==> src/midq_pkg.sv <==
// shared types, constants and helpers for the multi-input debouncer event queue
`default_nettype none
package midq_pkg;

  localparam int NUM_CHANNELS = 8;
  localparam int EVENT_DEPTH  = 16;

  localparam int CH_W   = (NUM_CHANNELS > 1) ? $clog2(NUM_CHANNELS) : 1;
  localparam int PTR_W  = $clog2(EVENT_DEPTH);
  localparam int CNT_W  = $clog2(EVENT_DEPTH + 1);
  localparam int ACT_W  = 4;
  localparam int ID_W   = 16;
  localparam int THR_W  = 16;
  localparam int PIN_W  = 8;
  localparam int LVL_W  = 2;
  localparam int CFG_W  = 64;
  localparam int CFG_IDX_W = 3;
  localparam int EVT_W  = ID_W + 1;

  localparam logic [CFG_IDX_W-1:0] CFG_CHANNELS  = 3'd0;
  localparam logic [CFG_IDX_W-1:0] CFG_THR_LOW   = 3'd1;
  localparam logic [CFG_IDX_W-1:0] CFG_THR_HIGH  = 3'd2;
  localparam logic [CFG_IDX_W-1:0] CFG_IDS_LOW   = 3'd3;
  localparam logic [CFG_IDX_W-1:0] CFG_IDS_HIGH  = 3'd4;

  localparam logic [CFG_W-1:0] IDS_LOW_RESET  = 64'h0003_0002_0001_0000;
  localparam logic [CFG_W-1:0] IDS_HIGH_RESET = 64'h0007_0006_0005_0004;

  localparam logic [LVL_W-1:0] LEVEL_LOW     = 2'd0;
  localparam logic [LVL_W-1:0] LEVEL_HIGH    = 2'd1;
  localparam logic [LVL_W-1:0] LEVEL_UNKNOWN = 2'd2;

  localparam logic [ID_W-1:0] NO_EVENT_ID = 16'hFFFF;

  typedef enum logic [1:0] {
    KIND_TICK  = 2'd0,
    KIND_POP   = 2'd1,
    KIND_QUERY = 2'd2,
    KIND_NONE  = 2'd3
  } kind_t;

  typedef struct packed {
    kind_t             kind;
    logic [PIN_W-1:0]  pins;
    logic [ID_W-1:0]   query_id;
  } cmd_t;

  typedef struct packed {
    logic              events_pending;
    logic              event_valid;
    logic [ID_W-1:0]   event_id;
    logic              event_level;
    logic [LVL_W-1:0]  query_level;
    logic              overflow;
  } res_t;

  function automatic logic [ACT_W-1:0] active_of(input logic [ACT_W-1:0] n);
    return (n > ACT_W'(NUM_CHANNELS)) ? ACT_W'(NUM_CHANNELS) : n;
  endfunction

  function automatic logic [PTR_W-1:0] ptr_inc(input logic [PTR_W-1:0] p);
    return (p == PTR_W'(EVENT_DEPTH - 1)) ? '0 : p + PTR_W'(1);
  endfunction

endpackage
`default_nettype wire

==> src/midq_ram.sv <==
// generic single-write, single-read ram with registered read data
`default_nettype none
module midq_ram #(
  parameter int WIDTH = 8,
  parameter int DEPTH = 16
) (
  input  wire logic                     clk,
  input  wire logic                     we,
  input  wire logic [$clog2(DEPTH)-1:0] waddr,
  input  wire logic [WIDTH-1:0]         wdata,
  input  wire logic                     re,
  input  wire logic [$clog2(DEPTH)-1:0] raddr,
  output      logic [WIDTH-1:0]         rdata
);

  logic [WIDTH-1:0] mem [DEPTH];

  always_ff @(posedge clk) begin
    if (we) begin
      mem[waddr] <= wdata;
    end
    if (re) begin
      rdata <= mem[raddr];
    end
  end

endmodule
`default_nettype wire

==> src/midq_front.sv <==
// front end: two-entry command queue that accepts and classifies input beats
`default_nettype none
module midq_front (
  input  wire logic          clk,
  input  wire logic          rst,
  input  wire logic          in_valid,
  output      logic          in_ready,
  input  wire logic [1:0]    in_kind,
  input  wire logic [7:0]    in_pins,
  input  wire logic [15:0]   in_query_id,
  output      logic          cmd_valid,
  input  wire logic          cmd_ready,
  output      midq_pkg::cmd_t cmd
);

  midq_pkg::cmd_t entry [2];
  logic           wp;
  logic           rp;
  logic [1:0]     fill;
  logic           push;
  logic           pop;
  midq_pkg::cmd_t in_cmd;

  always_comb begin
    in_cmd.kind     = midq_pkg::kind_t'(in_kind);
    in_cmd.pins     = in_pins;
    in_cmd.query_id = in_query_id;
  end

  assign in_ready  = (fill != 2'd2);
  assign cmd_valid = (fill != 2'd0);
  assign cmd       = entry[rp];
  assign push      = in_valid && in_ready;
  assign pop       = cmd_valid && cmd_ready;

  always_ff @(posedge clk) begin
    if (push) begin
      entry[wp] <= in_cmd;
    end
    if (rst) begin
      wp   <= 1'b0;
      rp   <= 1'b0;
      fill <= 2'd0;
    end else begin
      if (push) begin
        wp <= ~wp;
      end
      if (pop) begin
        rp <= ~rp;
      end
      fill <= fill + {1'b0, push} - {1'b0, pop};
    end
  end

endmodule
`default_nettype wire

==> src/midq_back.sv <==
// back end: channel debounce state, event fifo control, config and result register
`default_nettype none
module midq_back (
  input  wire logic                           clk,
  input  wire logic                           rst,
  input  wire logic                           cmd_valid,
  output      logic                           cmd_ready,
  input  wire midq_pkg::cmd_t                 cmd,
  input  wire logic                           cfg_write_en,
  input  wire logic [midq_pkg::CFG_IDX_W-1:0] cfg_index,
  input  wire logic [midq_pkg::CFG_W-1:0]     cfg_data,
  output      logic                           res_valid,
  input  wire logic                           res_ready,
  output      midq_pkg::res_t                 res
);

  typedef enum logic [3:0] {
    S_IDLE = 4'b0001,
    S_TICK = 4'b0010,
    S_POP  = 4'b0100,
    S_OUT  = 4'b1000
  } bstate_t;

  bstate_t state;

  logic [midq_pkg::ACT_W-1:0] chans;
  logic [midq_pkg::CFG_W-1:0] thr_lo;
  logic [midq_pkg::CFG_W-1:0] thr_hi;
  logic [midq_pkg::CFG_W-1:0] id_lo;
  logic [midq_pkg::CFG_W-1:0] id_hi;

  logic [midq_pkg::LVL_W-1:0] level   [midq_pkg::NUM_CHANNELS];
  logic [midq_pkg::THR_W-1:0] set_cnt [midq_pkg::NUM_CHANNELS];
  logic [midq_pkg::THR_W-1:0] rel_cnt [midq_pkg::NUM_CHANNELS];
  logic [midq_pkg::THR_W-1:0] thr_ch  [midq_pkg::NUM_CHANNELS];
  logic [midq_pkg::ID_W-1:0]  id_ch   [midq_pkg::NUM_CHANNELS];

  logic [midq_pkg::PTR_W-1:0] rd_ptr;
  logic [midq_pkg::PTR_W-1:0] wr_ptr;
  logic [midq_pkg::CNT_W-1:0] count;
  logic                       ovf;

  logic [midq_pkg::CH_W-1:0]  ch;
  midq_pkg::cmd_t             cmd_q;

  logic                       r_valid;
  logic [midq_pkg::ID_W-1:0]  r_id;
  logic                       r_level;
  logic [midq_pkg::LVL_W-1:0] r_qlev;

  logic [midq_pkg::ACT_W-1:0] active;
  logic [midq_pkg::ACT_W-1:0] new_active;
  logic [2*midq_pkg::CFG_W-1:0] thr_all;
  logic [2*midq_pkg::CFG_W-1:0] id_all;
  logic                       full;
  logic                       raw;
  logic [midq_pkg::THR_W-1:0] run;
  logic [midq_pkg::THR_W-1:0] run_inc;
  logic                       differs;
  logic                       push;
  logic                       ch_last;
  logic [midq_pkg::LVL_W-1:0] qlev;
  logic                       take;
  logic                       ram_we;
  logic                       ram_re;
  logic [midq_pkg::EVT_W-1:0] ram_wdata;
  logic [midq_pkg::EVT_W-1:0] ram_rdata;

  assign active     = midq_pkg::active_of(chans);
  assign new_active = midq_pkg::active_of(cfg_data[midq_pkg::ACT_W-1:0]);
  assign thr_all    = {thr_hi, thr_lo};
  assign id_all     = {id_hi, id_lo};
  assign full       = (count == midq_pkg::CNT_W'(midq_pkg::EVENT_DEPTH));

  always_comb begin
    for (int i = 0; i < midq_pkg::NUM_CHANNELS; i++) begin
      thr_ch[i] = thr_all[i*midq_pkg::THR_W +: midq_pkg::THR_W];
      id_ch[i]  = id_all[i*midq_pkg::ID_W +: midq_pkg::ID_W];
    end
  end

  // per-channel debounce step for the current tick channel
  always_comb begin
    raw     = cmd_q.pins[ch];
    run     = raw ? set_cnt[ch] : rel_cnt[ch];
    differs = (level[ch] != {1'b0, raw});
    run_inc = differs ? run + midq_pkg::THR_W'(1) : '0;
    push    = differs && (run >= thr_ch[ch]);
    ch_last = ((midq_pkg::ACT_W'(ch) + midq_pkg::ACT_W'(1)) == active);
  end

  // first matching channel in index order wins
  always_comb begin
    qlev = midq_pkg::LEVEL_LOW;
    for (int i = midq_pkg::NUM_CHANNELS - 1; i >= 0; i--) begin
      if ((midq_pkg::ACT_W'(i) < active) && (id_ch[i] == cmd.query_id)) begin
        qlev = level[i];
      end
    end
  end

  assign cmd_ready = (state == S_IDLE);
  assign take      = cmd_valid && cmd_ready;
  assign ram_we    = (state == S_TICK) && push && !full;
  assign ram_wdata = {id_ch[ch], raw};
  assign ram_re    = take && (cmd.kind == midq_pkg::KIND_POP) && (count != '0);

  midq_ram #(
    .WIDTH (midq_pkg::EVT_W),
    .DEPTH (midq_pkg::EVENT_DEPTH)
  ) u_event_ram (
    .clk   (clk),
    .we    (ram_we),
    .waddr (wr_ptr),
    .wdata (ram_wdata),
    .re    (ram_re),
    .raddr (rd_ptr),
    .rdata (ram_rdata)
  );

  always_ff @(posedge clk) begin
    if (take) begin
      cmd_q <= cmd;
    end
    if (rst) begin
      state  <= S_IDLE;
      chans  <= '0;
      thr_lo <= '0;
      thr_hi <= '0;
      id_lo  <= midq_pkg::IDS_LOW_RESET;
      id_hi  <= midq_pkg::IDS_HIGH_RESET;
      for (int i = 0; i < midq_pkg::NUM_CHANNELS; i++) begin
        level[i]   <= midq_pkg::LEVEL_UNKNOWN;
        set_cnt[i] <= '0;
        rel_cnt[i] <= '0;
      end
      rd_ptr  <= '0;
      wr_ptr  <= '0;
      count   <= '0;
      ovf     <= 1'b0;
      ch      <= '0;
      r_valid <= 1'b0;
      r_id    <= '0;
      r_level <= 1'b0;
      r_qlev  <= midq_pkg::LEVEL_LOW;
    end else begin
      unique case (state)
        S_IDLE: begin
          if (cmd_valid) begin
            r_valid <= 1'b0;
            r_id    <= '0;
            r_level <= 1'b0;
            r_qlev  <= midq_pkg::LEVEL_LOW;
            ch      <= '0;
            unique case (cmd.kind)
              midq_pkg::KIND_TICK: begin
                state <= (active == '0) ? S_OUT : S_TICK;
              end
              midq_pkg::KIND_POP: begin
                if (count == '0) begin
                  r_id  <= midq_pkg::NO_EVENT_ID;
                  state <= S_OUT;
                end else begin
                  state <= S_POP;
                end
              end
              midq_pkg::KIND_QUERY: begin
                r_qlev <= qlev;
                state  <= S_OUT;
              end
              midq_pkg::KIND_NONE: begin
                state <= S_OUT;
              end
            endcase
          end
        end
        S_TICK: begin
          set_cnt[ch] <= raw ? run_inc : '0;
          rel_cnt[ch] <= raw ? '0 : run_inc;
          if (push) begin
            level[ch] <= {1'b0, raw};
            if (full) begin
              ovf <= 1'b1;
            end else begin
              wr_ptr <= midq_pkg::ptr_inc(wr_ptr);
              count  <= count + midq_pkg::CNT_W'(1);
            end
          end
          if (ch_last) begin
            state <= S_OUT;
          end else begin
            ch <= ch + midq_pkg::CH_W'(1);
          end
        end
        S_POP: begin
          r_valid <= 1'b1;
          r_id    <= ram_rdata[midq_pkg::EVT_W-1:1];
          r_level <= ram_rdata[0];
          rd_ptr  <= midq_pkg::ptr_inc(rd_ptr);
          count   <= count - midq_pkg::CNT_W'(1);
          state   <= S_OUT;
        end
        S_OUT: begin
          if (res_ready) begin
            state <= S_IDLE;
          end
        end
        default: begin
          state <= S_IDLE;
        end
      endcase

      if (cfg_write_en) begin
        unique case (cfg_index)
          midq_pkg::CFG_CHANNELS: begin
            chans <= cfg_data[midq_pkg::ACT_W-1:0];
            for (int i = 0; i < midq_pkg::NUM_CHANNELS; i++) begin
              if (midq_pkg::ACT_W'(i) >= new_active) begin
                level[i]   <= midq_pkg::LEVEL_UNKNOWN;
                set_cnt[i] <= '0;
                rel_cnt[i] <= '0;
              end
            end
          end
          midq_pkg::CFG_THR_LOW:  thr_lo <= cfg_data;
          midq_pkg::CFG_THR_HIGH: thr_hi <= cfg_data;
          midq_pkg::CFG_IDS_LOW:  id_lo  <= cfg_data;
          midq_pkg::CFG_IDS_HIGH: id_hi  <= cfg_data;
          default: begin
          end
        endcase
      end
    end
  end

  assign res_valid = (state == S_OUT);

  always_comb begin
    res.events_pending = (count != '0);
    res.event_valid    = r_valid;
    res.event_id       = r_id;
    res.event_level    = r_level;
    res.query_level    = r_qlev;
    res.overflow       = ovf;
  end

endmodule
`default_nettype wire

==> src/multi_input_debouncer_event_queue.sv <==
// top level of the multi-input debouncer with event queue
//
// Input channel (in_valid/in_ready) takes one beat per item: kind, pin_levels
// and query_id. Every item gives exactly one result beat on the output channel
// (out_valid/out_ready) with events_pending, event_valid, event_id,
// event_level, query_level and overflow.
// A two-entry command queue sits in front of the execution unit, so input
// beats are still taken while a finished result waits at the output.
// A pop goes through a registered event ram read. A tick steps through the
// channels in use one channel per cycle through a single debounce step; a
// tick with no channel in use goes straight to its result.
// The execution unit handles one item at a time and returns to idle in the
// cycle after its result is taken.
// While out_ready is low the result is held and the unit waits; the front
// queue fills up to two items, then in_ready drops.
// Reset (rst, synchronous) sets all channel levels unknown, clears counters,
// empties the event fifo, clears overflow and restores default config.
// Configuration writes (cfg_write_en) take effect at once and are to be made
// while the block is idle; the block itself does not enforce this.
`default_nettype none
module multi_input_debouncer_event_queue (
  input  wire logic        clk,
  input  wire logic        rst,
  input  wire logic        in_valid,
  output      logic        in_ready,
  input  wire logic [1:0]  kind,
  input  wire logic [7:0]  pin_levels,
  input  wire logic [15:0] query_id,
  output      logic        out_valid,
  input  wire logic        out_ready,
  output      logic        events_pending,
  output      logic        event_valid,
  output      logic [15:0] event_id,
  output      logic        event_level,
  output      logic [1:0]  query_level,
  output      logic        overflow,
  input  wire logic        cfg_write_en,
  input  wire logic [2:0]  cfg_index,
  input  wire logic [63:0] cfg_data
);

  midq_pkg::cmd_t cmd;
  logic           cmd_valid;
  logic           cmd_ready;
  midq_pkg::res_t res;

  midq_front u_front (
    .clk         (clk),
    .rst         (rst),
    .in_valid    (in_valid),
    .in_ready    (in_ready),
    .in_kind     (kind),
    .in_pins     (pin_levels),
    .in_query_id (query_id),
    .cmd_valid   (cmd_valid),
    .cmd_ready   (cmd_ready),
    .cmd         (cmd)
  );

  midq_back u_back (
    .clk          (clk),
    .rst          (rst),
    .cmd_valid    (cmd_valid),
    .cmd_ready    (cmd_ready),
    .cmd          (cmd),
    .cfg_write_en (cfg_write_en),
    .cfg_index    (cfg_index),
    .cfg_data     (cfg_data),
    .res_valid    (out_valid),
    .res_ready    (out_ready),
    .res          (res)
  );

  assign events_pending = res.events_pending;
  assign event_valid    = res.event_valid;
  assign event_id       = res.event_id;
  assign event_level    = res.event_level;
  assign query_level    = res.query_level;
  assign overflow       = res.overflow;

endmodule
`default_nettype wire
==> config.mk <==
export PLATFORM = sky130hd
export DESIGN_NAME = multi_input_debouncer_event_queue
export DESIGN_NICKNAME = d
export VERILOG_FILES = /design/src/midq_pkg.sv /design/src/midq_ram.sv /design/src/midq_front.sv /design/src/midq_back.sv /design/src/multi_input_debouncer_event_queue.sv
export SDC_FILE = /design/constraint.sdc
export NUM_CORES = 2
export LEC_CHECK = 0
export BUFFER_PORTS_ARGS = -buffer_cell sky130_fd_sc_hd__buf_2
export CORE_MARGIN = 1.5
export CORE_UTILIZATION = 31
export DETAILED_ROUTE_END_ITERATION = 16
export GPL_ROUTABILITY_DRIVEN = 0
export MAX_ROUTING_LAYER = met4
export PLACE_DENSITY = 0.51
export SKIP_LAST_GASP = 1
export SLEW_MARGIN = 5
export SYNTH_ARGS = -nofsm -noshare
export SYNTH_HDL_FRONTEND = slang
export SYNTH_SLANG_ARGS = --single-unit
==> constraint.sdc <==
create_clock -name clk -period 4.7 [get_ports clk]
set_input_delay 0.94 -clock clk [delete_from_list [all_inputs] [get_ports clk]]
set_output_delay 0.94 -clock clk [all_outputs]
set_load 0.05 [all_outputs]
# ---- After elaboration in Yosys (flattened, before gate mapping)
# Memory sizes are Yosys's and may differ from the RTL's. A register that Yosys moved wholly into a read port is not among the register bits.
# Cells that the tools add are included.
dict set report totals {
  in_bits 98
  out_inout_bits 24
  regBits 313
  ramBits 596
  elab_cells 389
  n_memories 5
}
# name words width rd rd_clocked_by_memory_dff wr line
set memory_table {}
lappend memory_table {u_back.u_event_ram.mem 16 17 1 1 1 midq_ram.sv:16} ;# logic [WIDTH-1:0] mem [DEPTH];
lappend memory_table {u_back.rel_cnt 8 16 1 1 8 midq_back.sv:34} ;# logic [midq_pkg::THR_W-1:0] rel_cnt [midq_pkg::NUM_CHANNELS];
lappend memory_table {u_back.set_cnt 8 16 1 1 8 midq_back.sv:33} ;# logic [midq_pkg::THR_W-1:0] set_cnt [midq_pkg::NUM_CHANNELS];
lappend memory_table {u_front.entry 2 26 1 1 1 midq_front.sv:16} ;# midq_pkg::cmd_t entry [2];
lappend memory_table {u_back.level 8 2 9 1 8 midq_back.sv:32} ;# logic [midq_pkg::LVL_W-1:0] level [midq_pkg::NUM_CHANNELS];
dict set report classes {
  muxes 139
  reduce_logical 41
  bitwise 100
  n_addsub 9
  eq_ne 55
  magnitude_cmp 21
}
# op count
set op_table {}
lappend op_table {{2-to-1 mux 16 bit} 29}
lappend op_table {{equality test 16 bit} 8}
lappend op_table {{binary-select mux 16 bit (select 3 bit)} 2}
lappend op_table {{equality test 3 bit (second input constant)} 25}
lappend op_table {{2-to-1 mux 1 bit} 60}
lappend op_table {{bitwise AND 1 bit} 48}
lappend op_table {{2-to-1 mux 2 bit} 18}
lappend op_table {{2-to-1 mux 4 bit} 9}
lappend op_table {{2-to-1 mux 3 bit} 11}
lappend op_table {{case mux 16 bit (2 select lines)} 1}
lappend op_table {{OR reduction 16 bit} 2}
lappend op_table {{NOT 1 bit} 27}
lappend op_table {{bitwise OR 1 bit} 24}
lappend op_table {{adder 16 x 1 -> 16 bit (second input constant)} 1}
lappend op_table {{greater-or-equal comparator 16 bit} 1}
lappend op_table {{greater-or-equal comparator 3 x 4 -> 1 bit (first input constant)} 4}
lappend op_table {{less-than comparator 3 x 4 -> 1 bit (first input constant)} 4}
lappend op_table {{case mux 4 bit (4 select lines)} 1}
lappend op_table {{logical AND 1 bit} 15}
lappend op_table {{AND reduction 3 bit} 5}
lappend op_table {{AND reduction 2 bit} 7}
lappend op_table {{equality test 4 bit (second input constant)} 3}
lappend op_table {{case mux 4 bit (3 select lines)} 1}
lappend op_table {{2-to-1 mux 5 bit} 2}
lappend op_table {{39 further kinds} 57}

# ---- Logic depth before layout (Yosys ltp)
dict set report depth {
  word_depth 20
  mapped_depth 18
  ltp_nobuf 14
}

# ---- By module
# A second synthesis with hierarchy kept.
dict set report hier_totals {
  hier_cells 3338
  area_unflattened_um2 40279.9
}
# mod seq_area_each_um2 cells_per_inst area_each_um2 n_inst
set by_module_without_submodules {}
lappend by_module_without_submodules {midq_back 14413.8 2775 27271.2 1}
lappend by_module_without_submodules {midq_ram 8678.3 458 10807.9 1}
lappend by_module_without_submodules {midq_front 1661.6 105 2200.9 1}

# ---- Worst setup path after synthesis
# Ideal clock, no wire load.
dict set report synth_timing {
  kind {register to register}
  start {register (tool-made name)}
  end {memory u_back.u_event_ram.mem[10][0] (netlist name), enable pin}
  path_slack_ns 0.350
  path_buffers 5
  t_required_ns 4.325
  t_arrival_ns 3.975
  setup_ns 0.375
  synth_period_minus_slack_ns 4.350
  stages_incl_launch_ff 14
  cell_sequence {dfxtp_1 buf_2 buf_4 buf_2 buf_4 mux4_2 mux4_2 ha_1 nand4_1 a211oi_1 a21oi_1 nor3_1 clkbuf_1 and3_1}
}
# element line
set synth_lines {}
lappend synth_lines {{end, declared} midq_ram.sv:16}

# ---- Final worst setup path
dict set report layout_timing {
  start {register u_back.ch[0] (netlist name)}
  end {memory u_back.u_event_ram.mem[15][7] (netlist name), enable pin}
}
dict set report layout_via {
  elab_chain_cells 10
  word_cells_on_any_way 14
  cone_classes {order compare: 1; eq/ne: 1; mux: 8; bitwise: 1; reduce/logical: 3}
}
# element line
set layout_lines {}
lappend layout_lines {{start, declared} midq_back.sv:43} ;# logic [midq_pkg::CH_W-1:0] ch;
lappend layout_lines {{start signal, assigned} midq_back.sv:192} ;# ch <= ch + midq_pkg::CH_W'(1);
lappend layout_lines {{NOT 3 -> 4 bit (not written as such)} midq_back.sv:88} ;# push = differs && (run >= thr_ch[ch]);
lappend layout_lines {{binary-select mux 16 bit (select 3 bit)} midq_back.sv:88}
lappend layout_lines {{2-to-1 mux 16 bit (not written as such) (2 in series)} midq_back.sv:88}
lappend layout_lines {{greater-or-equal comparator 16 bit} midq_back.sv:88}
lappend layout_lines {{logical AND 1 bit (*)} midq_back.sv:88}
lappend layout_lines {{logical AND 1 bit (*) (2 in series)} midq_back.sv:104} ;# assign ram_we = (state == S_TICK) && push && !full;
lappend layout_lines {{2-to-1 mux 1 bit (*)} midq_ram.sv:19} ;# if (we) begin
lappend layout_lines {{2-to-1 mux 1 bit (not written as such) (*)} midq_ram.sv:20} ;# mem[waddr] <= wdata;
# Mark *: on every way between the ends. The rest lies on a longest branch, timed or not. The select of a mux whose other input is x is not followed.

==> run summary <==
Worst R2R Path Depth = 15
Remaining antenna violation count = 0
Initial Util = 31.29%
Layout cells sized above 1 = 19.00%
Sequential share of the synthesized area = 61.87%
Port Buffer Count = 121
Kind of end point of the critical path = flop
Final Max Tran Viols = 0
Sequential Power Share = 45.4%
Post-DP Area = 43,240 µm²
Period utilisation layout = 91.83%
Vias in the first global route = 26,630
Post-synth EDFFs = 613
Die H = 362.2 µm
Worst-path clk slew = 60 ps
Slew @ Worst Pin = 1108 ps
Vias per cell = 5.265
Root Driver = clkbuf_16
Power share of the combinational group = 12.9%
Critical Path Source Type = flop
Clock network power share = 41.7%
Seq cells post-synth = 930
Worst-Skew Late Latency = 740 ps
Hold depth = 1
Avg WL per Cell = 25.66 µm
Total track usage = 20.79%
Min Tclk post-route = 4316 ps
Outcome = finished, final reports clean
Hold Path Origin = pin_levels[6]
Post_cts resized = 0
Synth async-reset ratio = 0%
Total power = 20.23 mW
DR DRC count = 0
Fillcell total = 12,430
Post-CTS Setup Repair Bufs = 0
Final worst setup slack = 384.0 ps
Hold path endpoint = u_front.entry[1][22]
Sw Share = 26.58%
RSZ-0062 raised after global routing = no
Antenna violations before repair = 29
Cell count after placement = 4,998
Peak VDD IR = 0.2927 mV
Util after Layout = 36.67%
Final setup violation count = 0
Via count = 27,420
CTS sink cnt = 930
First-pass GRT wire length = 192,900 µm
Hold Vio Cnt, Final = 0
Seq. cell area = 24,770 µm²
Mapped Cells = 3,289
Synthesized area per cell = 12.16 µm²
Finished Cell Area = 46,880 µm²
Dpl hpwl = 90,660 µm
Clk_skew = 60.38 ps
H-tree Lvls = 3
Grt total ovfl = 0
Multi-input combinational cell area = 14,350 µm²
Synth warnings = 0
Largest net degree at the start of global routing = 89
Count of cell types in the netlist = 68
Setup TNS = 0 ps
Drt pass-1 iters = 6
Synth-to-Final Area Change = 17.19%
Crit Path Max Fanout = 20
TritonCTS buffer count = 103
FF-to-FF setup slack = 380 ps
Critical Path AT = 4730 ps
Setup Slack @ Placement = 95.69 ps
Netlist Area Pre-Place = 40,010 µm²
Drt total wl = 133,600 µm
Syn nets = 3,421
Max_slew headroom = 26.10%
Pwr dens = 431.5 nW/µm²
Reg2reg end = u_back.u_event_ram.mem[15][7]
Core Region = 127,800 µm²
Clk buf depth = 3
# hold bufs at CTS = 0
Static leakage = 15.40 nW
Prevailing post-synth register cell = edfxtp_1
Max_cap viols = 0
DRT iter0 DRCs = 2,809
Max Freq = 231.7 MHz
Final non-filler cell total = 5,209
Sw Pwr = 5.377 mW
HP Class = in2reg
Die width = 362.2 µm
NumNets Final = 3,573
Crit Path Class = reg2reg
Hold Worst Slack = 386.0 ps
Row count = 131
Pint = 14.85 mW
CTS tree = done
DIE AREA = 131,200 µm²
FF-to-FF Start = u_back.ch[0]
IO Count = 122
WP data required = 5110 ps
==> per-layer routing <==
layer	wire length (µm)	global-route usage, %	part of all wire [%]
met5	0	-	0
met1	57350	27.15	43
met2	63280	32.76	47
met4	3799	6.309	2.8
met3	9207	3.957	6.9
==> final cells by class <==
type / instances / share of cell area, %
Antenna cell: 21 / 0.1121
Timing Repair Buffer: 270 / 4.153
Clock inverter: 47 / 1.332
Clock buffer: 143 / 6.290
Multi-Input combinational cell: 2106 / 30.60
Tap cell: 1662 / 4.436
Sequential cell: 930 / 52.84
Inverter: 30 / 0.2402
==> Yosys cell counts (19+ instances only) <==
library cell | number | area share (%)
nor2_1 | 316 | 3.0
dfxtp_1 | 317 | 16
edfxtp_1 | 613 | 46
inv_1 | 26 | 0.24
a31oi_1 | 21 | 0.33
a21oi_1 | 283 | 3.5
nor4_1 | 30 | 0.47
nand3_1 | 54 | 0.68
ha_1 | 33 | 1.0
a22oi_1 | 112 | 2.1
mux2i_1 | 31 | 0.78
nand4_1 | 33 | 0.52
xnor2_1 | 110 | 2.4
nand2_1 | 603 | 5.7
nor3_1 | 31 | 0.39
o21ai_0 | 28 | 0.35
buf_1 | 23 | 0.22
nor2b_1 | 19 | 0.30
buf_2 | 21 | 0.26
and3_1 | 22 | 0.34
mux4_2 | 156 | 8.8
clkbuf_1 | 169 | 1.6
xor2_1 | 46 | 1.0
==> state kept, by name (all words and copies together), names as in the netlist, 5 cells and up, named ones only <==
signal and cells:
u_back.u_event_ram.mem 272, u_back.rel_cnt 128, u_back.set_cnt 128, u_back.id_hi 64, u_back.id_lo 64, u_back.thr_hi 64, u_back.thr_lo 64, u_front.entry 52
u_back.u_event_ram.rdata 17, u_back.level 16, u_back.r_id 16, u_back.cmd_q 8, u_back.count 5
==> critical path: stages (launching register included) <==
cell	delay [ps]
dfxtp_1	400
mux4_2	550
mux2i_4	210
buf_12	220
nand2_1	110
o21ai_0	380
ha_1	400
a21o_1	170
a21o_1	170
a21oi_1	160
o21ai_0	110
a21oi_1	250
buf_4	220
nor3_2	70
buf_12	170
and3_2	370
==> how the worst max path moves through the flow <==
| stage | startpoint | to | slack (ps) | cells after the start |
|---|---|---|---|---|
| 3_5_place_dp | u_back.ch[0] | u_back.u_event_ram.mem[9][6] | 100 | 13 |
| 5_1_grt | u_back.ch[0] | u_back.u_event_ram.mem[15][10] | 70 | 16 |
| 6_report | u_back.ch[0] | u_back.u_event_ram.mem[15][7] | 380 | 15 |
| 3_3_place_gp | u_back.ch[0] | u_back.u_event_ram.mem[15][12] | 20 | 13 |
| 2_1_floorplan | flop | u_back.u_event_ram.mem[10][0] | 350 | 13 |
| 4_1_cts | u_back.ch[0] | u_back.u_event_ram.mem[9][6] | 70 | 13 |
==> cells in the final DEF (no fill, tap or decap), types with 17 or more instances in the layout <==
cell	count
mux4_2	156
xor2_1	46
clkbuf_8	20
dfxtp_1	311
nand2_1	594
buf_12	17
inv_1	26
a22oi_1	112
clkbuf_16	104
nor2_1	315
clkinv_1	17
nand4_1	33
a31oi_1	21
o21ai_0	28
a21oi_1	283
mux2i_1	31
nand3_1	53
edfxtp_1	613
clkbuf_1	19
ha_1	33
nor4_1	30
xnor2_1	110
nor3_1	21
nor2b_1	18
buf_2	120
buf_4	132
diode_2	21
==> cell families after synthesis <==
group | synth area share, %
simple gates | 12.58
flops | 61.87
compound gates | 7.825
buf+inv | 2.561
mux | 10.58
xor+xnor | 3.496
fa+ha+maj | 1.082
==> power groups by stage <==
stage          Sequential, mW  Combinational [mW]  Clock [mW]
2_1_floorplan            9.33                1.54           0
3_3_place_gp             9.35                2.60           0
3_5_place_dp             9.36                2.60           0
4_1_cts                  9.18                2.61        8.59
5_1_grt                  9.21                2.78        8.90
6_report                 9.18                2.61        8.44
(Power assumes the default switching activity.)
